===== src/hdl/ncc_pkg.sv =====
// Package for the nearest-centroid confusion counter.
// Holds sizes, operation codes, controller states, item types and helpers.
// No dependencies.
package ncc_pkg;

  localparam int NUM_CLASSES = 6;
  localparam int SAMPLE_BITS = 12;
  localparam int COUNT_BITS  = 16;
  localparam int OP_BITS     = 2;
  localparam int CLASS_BITS  = 3;
  localparam int SQUARE_BITS = 2 * SAMPLE_BITS;
  localparam int DIST_BITS   = SQUARE_BITS + 2;
  localparam int CELL_COUNT  = NUM_CLASSES * NUM_CLASSES;
  localparam int CELL_BITS   = $clog2(CELL_COUNT);

  localparam logic [COUNT_BITS-1:0] COUNT_MAX = '1;

  typedef enum logic [OP_BITS-1:0] {
    OP_LOAD     = 2'd0,
    OP_CLASSIFY = 2'd1,
    OP_READ     = 2'd2,
    OP_CLEAR    = 2'd3
  } op_t;

  typedef enum logic [2:0] {
    S_IDLE,
    S_LOAD,
    S_CLEAR,
    S_DIST,
    S_DRAIN,
    S_LOOKUP,
    S_WAIT,
    S_FINISH
  } state_t;

  typedef struct packed {
    logic [OP_BITS-1:0]     operation;
    logic [SAMPLE_BITS-1:0] sample_x;
    logic [SAMPLE_BITS-1:0] sample_y;
    logic [SAMPLE_BITS-1:0] sample_z;
    logic [CLASS_BITS-1:0]  true_class;
    logic [CLASS_BITS-1:0]  entry_index;
  } in_item_t;

  typedef struct packed {
    logic [CLASS_BITS-1:0] predicted_class;
    logic [COUNT_BITS-1:0] count_value;
    logic                  bad_label;
  } out_item_t;

  typedef struct packed {
    logic capture;
    logic step;
    logic load_centroid;
    logic clear_counts;
    logic lookup;
    logic finish;
  } dp_cmd_t;

  typedef struct packed {
    logic last_centroid;
    logic out_free;
  } dp_sts_t;

  function automatic logic [CELL_BITS-1:0] cell_addr(input logic [CLASS_BITS-1:0] row,
                                                     input logic [CLASS_BITS-1:0] col);
    logic [CELL_BITS-1:0] r;
    r = CELL_BITS'(row);
    return r * CELL_BITS'(NUM_CLASSES) + CELL_BITS'(col);
  endfunction

endpackage


===== src/hdl/nearest_centroid_confusion_counter.sv =====
// Nearest-centroid classifier that counts its predictions in a confusion
// matrix. A classify item visits the six centroids one per cycle through a
// single registered squared-distance unit, then reads, bumps and writes the
// chosen counter in the registered confusion memory if its true class is in
// range. Results sit in an output register, so a new item is taken while the
// last result waits. Reset and the clear operation empty the matrix at once
// through one valid bit per counter; centroids reset to zero. Uses ncc_pkg,
// ncc_ctrl and ncc_datapath.
module nearest_centroid_confusion_counter
  import ncc_pkg::*;
(
  input  logic      clk,
  input  logic      rst,
  input  logic      sample_valid,
  output logic      sample_ready,
  input  in_item_t  sample,
  output logic      result_valid,
  input  logic      result_ready,
  output out_item_t result
);

  dp_cmd_t cmd;
  dp_sts_t sts;

  ncc_ctrl u_ctrl (
    .clk          (clk),
    .rst          (rst),
    .sample_valid (sample_valid),
    .sample_op    (sample.operation),
    .sample_ready (sample_ready),
    .sts          (sts),
    .cmd          (cmd)
  );

  ncc_datapath u_datapath (
    .clk          (clk),
    .rst          (rst),
    .sample       (sample),
    .cmd          (cmd),
    .sts          (sts),
    .result_valid (result_valid),
    .result_ready (result_ready),
    .result       (result)
  );

endmodule


===== src/hdl/ncc_ctrl.sv =====
// Controller state machine for the nearest-centroid confusion counter.
// Sequences the datapath through commands and reads its status; uses ncc_pkg.
module ncc_ctrl
  import ncc_pkg::*;
(
  input  logic                clk,
  input  logic                rst,
  input  logic                sample_valid,
  input  logic [OP_BITS-1:0]  sample_op,
  output logic                sample_ready,
  input  dp_sts_t             sts,
  output dp_cmd_t             cmd
);

  state_t state;
  state_t state_next;

  always_ff @(posedge clk) begin
    if (rst) begin
      state <= S_IDLE;
    end else begin
      state <= state_next;
    end
  end

  always_comb begin
    state_next   = state;
    cmd          = '0;
    sample_ready = 1'b0;
    case (state)
      S_IDLE: begin
        sample_ready = !rst;
        if (sample_valid && !rst) begin
          cmd.capture = 1'b1;
          case (sample_op)
            OP_LOAD:     state_next = S_LOAD;
            OP_CLASSIFY: state_next = S_DIST;
            OP_READ:     state_next = S_LOOKUP;
            OP_CLEAR:    state_next = S_CLEAR;
            default:     state_next = S_IDLE;
          endcase
        end
      end
      S_LOAD: begin
        cmd.load_centroid = 1'b1;
        state_next        = S_FINISH;
      end
      S_CLEAR: begin
        cmd.clear_counts = 1'b1;
        state_next       = S_FINISH;
      end
      S_DIST: begin
        cmd.step = 1'b1;
        if (sts.last_centroid) begin
          state_next = S_DRAIN;
        end
      end
      S_DRAIN: begin
        state_next = S_LOOKUP;
      end
      S_LOOKUP: begin
        cmd.lookup = 1'b1;
        state_next = S_WAIT;
      end
      S_WAIT: begin
        state_next = S_FINISH;
      end
      S_FINISH: begin
        if (sts.out_free) begin
          cmd.finish = 1'b1;
          state_next = S_IDLE;
        end
      end
      default: begin
        state_next = S_IDLE;
      end
    endcase
  end

endmodule


===== src/hdl/ncc_datapath.sv =====
// Datapath for the nearest-centroid confusion counter: item register,
// centroid registers, distance unit, confusion memory and result register.
// Uses ncc_pkg; driven by ncc_ctrl.
module ncc_datapath
  import ncc_pkg::*;
(
  input  logic      clk,
  input  logic      rst,
  input  in_item_t  sample,
  input  dp_cmd_t   cmd,
  output dp_sts_t   sts,
  output logic      result_valid,
  input  logic      result_ready,
  output out_item_t result
);

  in_item_t item;

  logic [SAMPLE_BITS-1:0] cent_x [NUM_CLASSES];
  logic [SAMPLE_BITS-1:0] cent_y [NUM_CLASSES];
  logic [SAMPLE_BITS-1:0] cent_z [NUM_CLASSES];

  logic [CLASS_BITS-1:0]  cidx;
  logic [SAMPLE_BITS-1:0] dx;
  logic [SAMPLE_BITS-1:0] dy;
  logic [SAMPLE_BITS-1:0] dz;
  logic [SQUARE_BITS-1:0] sq_x;
  logic [SQUARE_BITS-1:0] sq_y;
  logic [SQUARE_BITS-1:0] sq_z;
  logic                   sq_valid;
  logic [CLASS_BITS-1:0]  sq_idx;
  logic [DIST_BITS-1:0]   dist_sum;
  logic [DIST_BITS-1:0]   best_dist;
  logic [CLASS_BITS-1:0]  best;

  logic [COUNT_BITS-1:0] counts [CELL_COUNT];
  logic [CELL_COUNT-1:0] count_vld;
  logic [CELL_BITS-1:0]  rd_addr;
  logic [CELL_BITS-1:0]  wr_addr;
  logic [COUNT_BITS-1:0] cell_q;
  logic                  cell_vld;

  logic                  row_ok;
  logic                  col_ok;
  logic [COUNT_BITS-1:0] cur;
  logic [COUNT_BITS-1:0] incr;
  logic                  do_write;
  out_item_t             res;

  assign row_ok = item.true_class < CLASS_BITS'(NUM_CLASSES);
  assign col_ok = item.entry_index < CLASS_BITS'(NUM_CLASSES);

  assign sts.last_centroid = cidx == CLASS_BITS'(NUM_CLASSES - 1);
  assign sts.out_free      = !result_valid || result_ready;

  always_ff @(posedge clk) begin
    if (cmd.capture) begin
      item <= sample;
    end
  end

  always_ff @(posedge clk) begin
    if (rst) begin
      for (int i = 0; i < NUM_CLASSES; i++) begin
        cent_x[i] <= '0;
        cent_y[i] <= '0;
        cent_z[i] <= '0;
      end
    end else if (cmd.load_centroid && col_ok) begin
      cent_x[item.entry_index] <= item.sample_x;
      cent_y[item.entry_index] <= item.sample_y;
      cent_z[item.entry_index] <= item.sample_z;
    end
  end

  always_comb begin
    dx = (item.sample_x >= cent_x[cidx]) ? item.sample_x - cent_x[cidx]
                                         : cent_x[cidx] - item.sample_x;
    dy = (item.sample_y >= cent_y[cidx]) ? item.sample_y - cent_y[cidx]
                                         : cent_y[cidx] - item.sample_y;
    dz = (item.sample_z >= cent_z[cidx]) ? item.sample_z - cent_z[cidx]
                                         : cent_z[cidx] - item.sample_z;
  end

  always_ff @(posedge clk) begin
    if (rst) begin
      cidx     <= '0;
      sq_valid <= 1'b0;
    end else begin
      sq_valid <= cmd.step;
      if (cmd.capture) begin
        cidx <= '0;
      end else if (cmd.step) begin
        cidx <= cidx + 1'b1;
      end
    end
  end

  always_ff @(posedge clk) begin
    if (cmd.step) begin
      sq_x   <= SQUARE_BITS'(dx) * SQUARE_BITS'(dx);
      sq_y   <= SQUARE_BITS'(dy) * SQUARE_BITS'(dy);
      sq_z   <= SQUARE_BITS'(dz) * SQUARE_BITS'(dz);
      sq_idx <= cidx;
    end
  end

  assign dist_sum = DIST_BITS'(sq_x) + DIST_BITS'(sq_y) + DIST_BITS'(sq_z);

  always_ff @(posedge clk) begin
    if (sq_valid && (sq_idx == '0 || dist_sum < best_dist)) begin
      best_dist <= dist_sum;
      best      <= sq_idx;
    end
  end

  always_comb begin
    rd_addr = '0;
    if (item.operation == OP_CLASSIFY) begin
      if (row_ok) begin
        rd_addr = cell_addr(item.true_class, best);
      end
    end else if (row_ok && col_ok) begin
      rd_addr = cell_addr(item.true_class, item.entry_index);
    end
  end

  always_ff @(posedge clk) begin
    if (cmd.lookup) begin
      cell_q  <= counts[rd_addr];
      wr_addr <= rd_addr;
    end
    if (do_write) begin
      counts[wr_addr] <= incr;
    end
  end

  always_ff @(posedge clk) begin
    if (rst) begin
      count_vld <= '0;
      cell_vld  <= 1'b0;
    end else begin
      if (cmd.lookup) begin
        cell_vld <= count_vld[rd_addr];
      end
      if (cmd.clear_counts) begin
        count_vld <= '0;
      end else if (do_write) begin
        count_vld[wr_addr] <= 1'b1;
      end
    end
  end

  assign cur  = cell_vld ? cell_q : '0;
  assign incr = (cur == COUNT_MAX) ? cur : cur + 1'b1;

  always_comb begin
    res      = '0;
    do_write = 1'b0;
    case (item.operation)
      OP_CLASSIFY: begin
        res.predicted_class = best;
        if (row_ok) begin
          res.count_value = incr;
          do_write        = cmd.finish;
        end else begin
          res.bad_label = 1'b1;
        end
      end
      OP_READ: begin
        if (row_ok && col_ok) begin
          res.count_value = cur;
        end
      end
      default: begin
        res = '0;
      end
    endcase
  end

  always_ff @(posedge clk) begin
    if (rst) begin
      result_valid <= 1'b0;
    end else if (cmd.finish) begin
      result_valid <= 1'b1;
    end else if (result_ready) begin
      result_valid <= 1'b0;
    end
  end

  always_ff @(posedge clk) begin
    if (cmd.finish) begin
      result <= res;
    end
  end

endmodule

===== config.mk =====
export PLATFORM = sky130hd
export DESIGN_NAME = nearest_centroid_confusion_counter
export DESIGN_NICKNAME = d
export VERILOG_FILES = /design/src/hdl/ncc_pkg.sv /design/src/hdl/nearest_centroid_confusion_counter.sv /design/src/hdl/ncc_ctrl.sv /design/src/hdl/ncc_datapath.sv
export SDC_FILE = /design/constraint.sdc
export NUM_CORES = 2
export LEC_CHECK = 0
export BUFFER_PORTS_ARGS = -buffer_cell sky130_fd_sc_hd__buf_4
export CAP_MARGIN = 20
export CORE_UTILIZATION = 30
export DETAILED_ROUTE_END_ITERATION = 10
export PLACE_DENSITY = 0.52
export REMOVE_ABC_BUFFERS = 1
export SLEW_MARGIN = 30
export SYNTH_ARGS = -nofsm -noshare
export SYNTH_HDL_FRONTEND = slang
export SYNTH_SLANG_ARGS = --single-unit

===== constraint.sdc =====
create_clock -name clk -period 26.1 [get_ports clk]
set_input_delay 5.22 -clock clk [delete_from_list [all_inputs] [get_ports clk]]
set_output_delay 5.22 -clock clk [all_outputs]
set_load 0.03 [all_outputs]

==> results list <==
* Status: finished, final reports clean
- Between clock sinks in the finished design, the worst skew comes to 0.0800 ns.
- After detailed routing, the number of remaining DRC violations is 0.
- Area Overhead vs Synth: 13.7%
- TritonCTS created 109 clock buffers.
- Yosys mapped a number of flops with a built-in enable equal to 1051.
- Critical path startpoint category: flop
- Top_reg_cell synth: sky130_fd_sc_hd__edfxtp_1
- The library cell used most frequently in the layout, excluding fill and tap cells, is sky130_fd_sc_hd__edfxtp_1.
* Number of maximum-capacitance violations: 0
* R2R setup slack: 15.04 ns
* Arrival time reported for the critical path endpoint: 11.52 ns
- Minimum clock period: 11.06 ns
- Number of detailed-route iterations in the first pass: 7
* WS Path Type: flop to flop
- Highest-count cells in the layout ignoring fill and taps: sky130_fd_sc_hd__edfxtp_1, sky130_fd_sc_hd__inv_1, sky130_fd_sc_hd__nor2_1
- Adding up every negative setup slack in the final design gives 0 ns.
- Total of hold buffers inserted after clock tree synthesis: 0
- The clock tree synthesis step divided the H-tree into 3 levels.
- Top cells by area, synth: sky130_fd_sc_hd__edfxtp_1, sky130_fd_sc_hd__fa_1, sky130_fd_sc_hd__ha_1
- Gates resized, CTS repair: 0
- Number of instances on the worst hold path: 0
* Placeable core region: ~200000 um2
- In the final layout, the share of cells above drive strength 1 is 0.124.
- Measured along the x axis, the die boundary spans 451 um.
- Number of pins exceeding their max-slew limit in the final report: 0
- In this run the remaining antenna-violating nets after routing total 0.
- Of all nets on the critical path, the largest fanout is 37.
- Setup repair after global routing left no endpoint under its margin.
- The floorplan has approximately 160 rows.
* Final core area utilization: 0.344
* Post-detailed-routing wire length: 151 mm
- Final HPWL from detailed placement: 98.1 mm
- After synthesis the cells add up to 60500 um2.
* I/O pins: 70
- Skew-Pair Late Insertion Delay: 0.76 ns
- Antenna violations before repair: 5
- Initial cell density of the core: 0.302
- Dividing the detail-routed wire length by the instance count gives between 15 and 20 um.
* Endpoint class of the critical path: flop
- Summing over every cut layer, the via total after detailed routing is approximately 36000.
* Kind of cell with the highest combined delay on the critical path: adder cells
- Synthesis inferred 1099 register bits.
- In this run the deepest clock path goes through 3 buffers.
* DP Cell Count: around 7300
- Root buf cell: sky130_fd_sc_hd__clkbuf_16
- Final Instance Count excl. Fillers: 7542
* Sink count of the clock tree: between 1000 and 1500
- Headroom to the max-slew limit came out at 0.275.
* Worst Hold Margin: 0.458 ns
- After filler insertion, the fill cell instance count of the layout stands at 19500.
- GRT overflow: 0
- Ratio of final minimum period to clock period: 0.424
- The path with the worst hold slack has its endpoint at u_datapath.best[0].
* Tightest Hold Check Type: flop to flop
- The first routing iteration left around 2500 violations.
- Nets: between 5000 and 6000
- Of the synthesized area, sequential elements account for 0.538.
* Maximum number of pins on one net before global-route repair: 132
- The average instance in the mapped netlist occupies approximately 13 um2.
* Ys async rst share: 0
- Count of mapped cells out of synthesis: between 4000 and 5000
- At the pin with the least slew margin, the transition time is 1.09 ns.
- The via count of the first global-routing pass came to 36600.
* Source of the worst hold timing path: u_datapath.sq_idx[0]
- Number of distinct standard cells referenced by the synthesized netlist: 87
- The die covers roughly 200000 um2.
- Using the TritonRoute via totals, the vias-per-cell ratio works out to between 4 and 5.
* Number of warnings reported in the yosys synthesis log: 0
* Number of setup violations in the final report: 0
- Routability cong.: 0.868
- First-pass GRT wire length: roughly 230 mm
- STA puts the critical path data required time at 26.55 ns.
* Number of setup buffers added after CTS: 0
- Largest stage delay, worst path: roughly 0.89 ns
* Fmax achieved: 0.0904 GHz
- Summed over all instances, the cell type with the most area after synthesis is sky130_fd_sc_hd__edfxtp_1.
- The endpoint identified for the worst register-to-register timing path is u_datapath.sq_z[23].
- Final count of hold timing violations: 0
- The share of synthesized area in the top cell type comes to 0.522.
- Port buffering added 69 buffers.
- Master of the slowest instance on the critical path: sky130_fd_sc_hd__dfxtp_4
- Clock tree from TritonCTS: yes
- Cells on worst reg2reg path: 32
- Global-route total usage across every layer: 0.146
- Clock-pin slew on the worst setup and hold paths: 0.06 ns
- Die outline height: 451 um
- CP Buf/Inv Count: 6
cells in the mapped netlist (23+ instances only):
master and count:
sky130_fd_sc_hd__o21ai_0 71, sky130_fd_sc_hd__and3_1 26, sky130_fd_sc_hd__nand2_1 251, sky130_fd_sc_hd__a22oi_1 40, sky130_fd_sc_hd__dfxtp_1 48, sky130_fd_sc_hd__xnor2_1 98
sky130_fd_sc_hd__nor2b_1 40, sky130_fd_sc_hd__and2_1 38, sky130_fd_sc_hd__buf_2 57, sky130_fd_sc_hd__a21o_1 51, sky130_fd_sc_hd__ha_1 328, sky130_fd_sc_hd__a211oi_1 23
sky130_fd_sc_hd__a21oi_1 128, sky130_fd_sc_hd__xor2_1 45, sky130_fd_sc_hd__mux2i_1 313, sky130_fd_sc_hd__nor2_1 470, sky130_fd_sc_hd__clkbuf_1 92, sky130_fd_sc_hd__nand2b_1 35
sky130_fd_sc_hd__nor3_1 42, sky130_fd_sc_hd__edfxtp_1 1051, sky130_fd_sc_hd__nand3_1 34, sky130_fd_sc_hd__mux4_2 138, sky130_fd_sc_hd__o21a_1 69, sky130_fd_sc_hd__inv_1 552
sky130_fd_sc_hd__fa_1 246
per-stage QoR:
stage	area (um2)	setup WS, ns
final	68800	15.04
after floorplan	60000	-6.28
after detailed placement	64900	14.44
after CTS	68700	14.44
after global routing	68800	14.07
after global placement	64900	14.67
final cells by class:
cell class              instances  area [um2]  share of cell area
flip-flops and latches       1099       32500               0.473
multi-input cells            2847       25700               0.374
well taps                    2656        3320              0.0483
clock buffers                 137        2930              0.0427
inverters                     566        2120              0.0309
repair buffers                165        1330              0.0193
clock inverters                69         798              0.0116
diodes                          3        7.51            0.000109
worst reg2reg max path, delay by kind of cell, from the launching register on:
family | cells | cell delay (ns)
buffers and inverters | 6 | 1.26
DFF | 1 | 0.89
and+or+nand+nor | 4 | 0.56
adders and majority gates | 7 | 3.21
muxes | 3 | 1.34
xor gates and xnor gates | 2 | 0.91
AOI/OAI and AO/OA | 10 | 2.67
flip-flops by register name (all words and copies together) (netlist names), 6 cells and up, named ones only:
register,cells
u_datapath.counts,576
u_datapath.cent_x,96
u_datapath.cent_y,96
u_datapath.cent_z,96
u_datapath.item,44
u_datapath.count_vld,36
u_datapath.best_dist,26
u_datapath.sq_x,23
u_datapath.sq_y,23
u_datapath.sq_z,23
u_datapath.result,20
u_datapath.cell_q,16
u_datapath.wr_addr,6
worst max path at each step:
stage	start	end	slack [ns]	depth (start not counted)
6_report	flop	u_datapath.sq_z[23]	15.04	32
5_1_grt	flop	u_datapath.sq_z[23]	14.07	33
4_1_cts	flop	u_datapath.sq_z[23]	14.44	32
3_5_place_dp	flop	u_datapath.sq_z[23]	14.44	32
3_3_place_gp	flop	u_datapath.sq_z[23]	14.67	32
2_1_floorplan	u_datapath.item[5]	u_datapath.cell_vld	-6.28	9
routing by layer:
metal	GRT usage	wire, um	up-vias
li1	-	-	16700
met5	0	0	-
met1	0.197	66800	18200
met4	0.0481	4250	0
met3	0.0204	7160	185
met2	0.243	72400	788
cell families (layout without fill, tap and decap cells):
family          after synthesis  in the layout  share of synthesized area
simple gates               1035           1035                     0.0764
compound gates              558            558                     0.0627
xor+xnor                    145            145                     0.0212
mux                         463            463                      0.105
flops                      1099           1099                      0.538
other cells                   1             75                  0.0000620
fa+ha+maj                   574            574                      0.149
buf+inv                     740            937                     0.0473
Power is left out: the tool's default activity adds up to more than one toggle a clock period on the data nets, which glitch-free logic cannot reach.
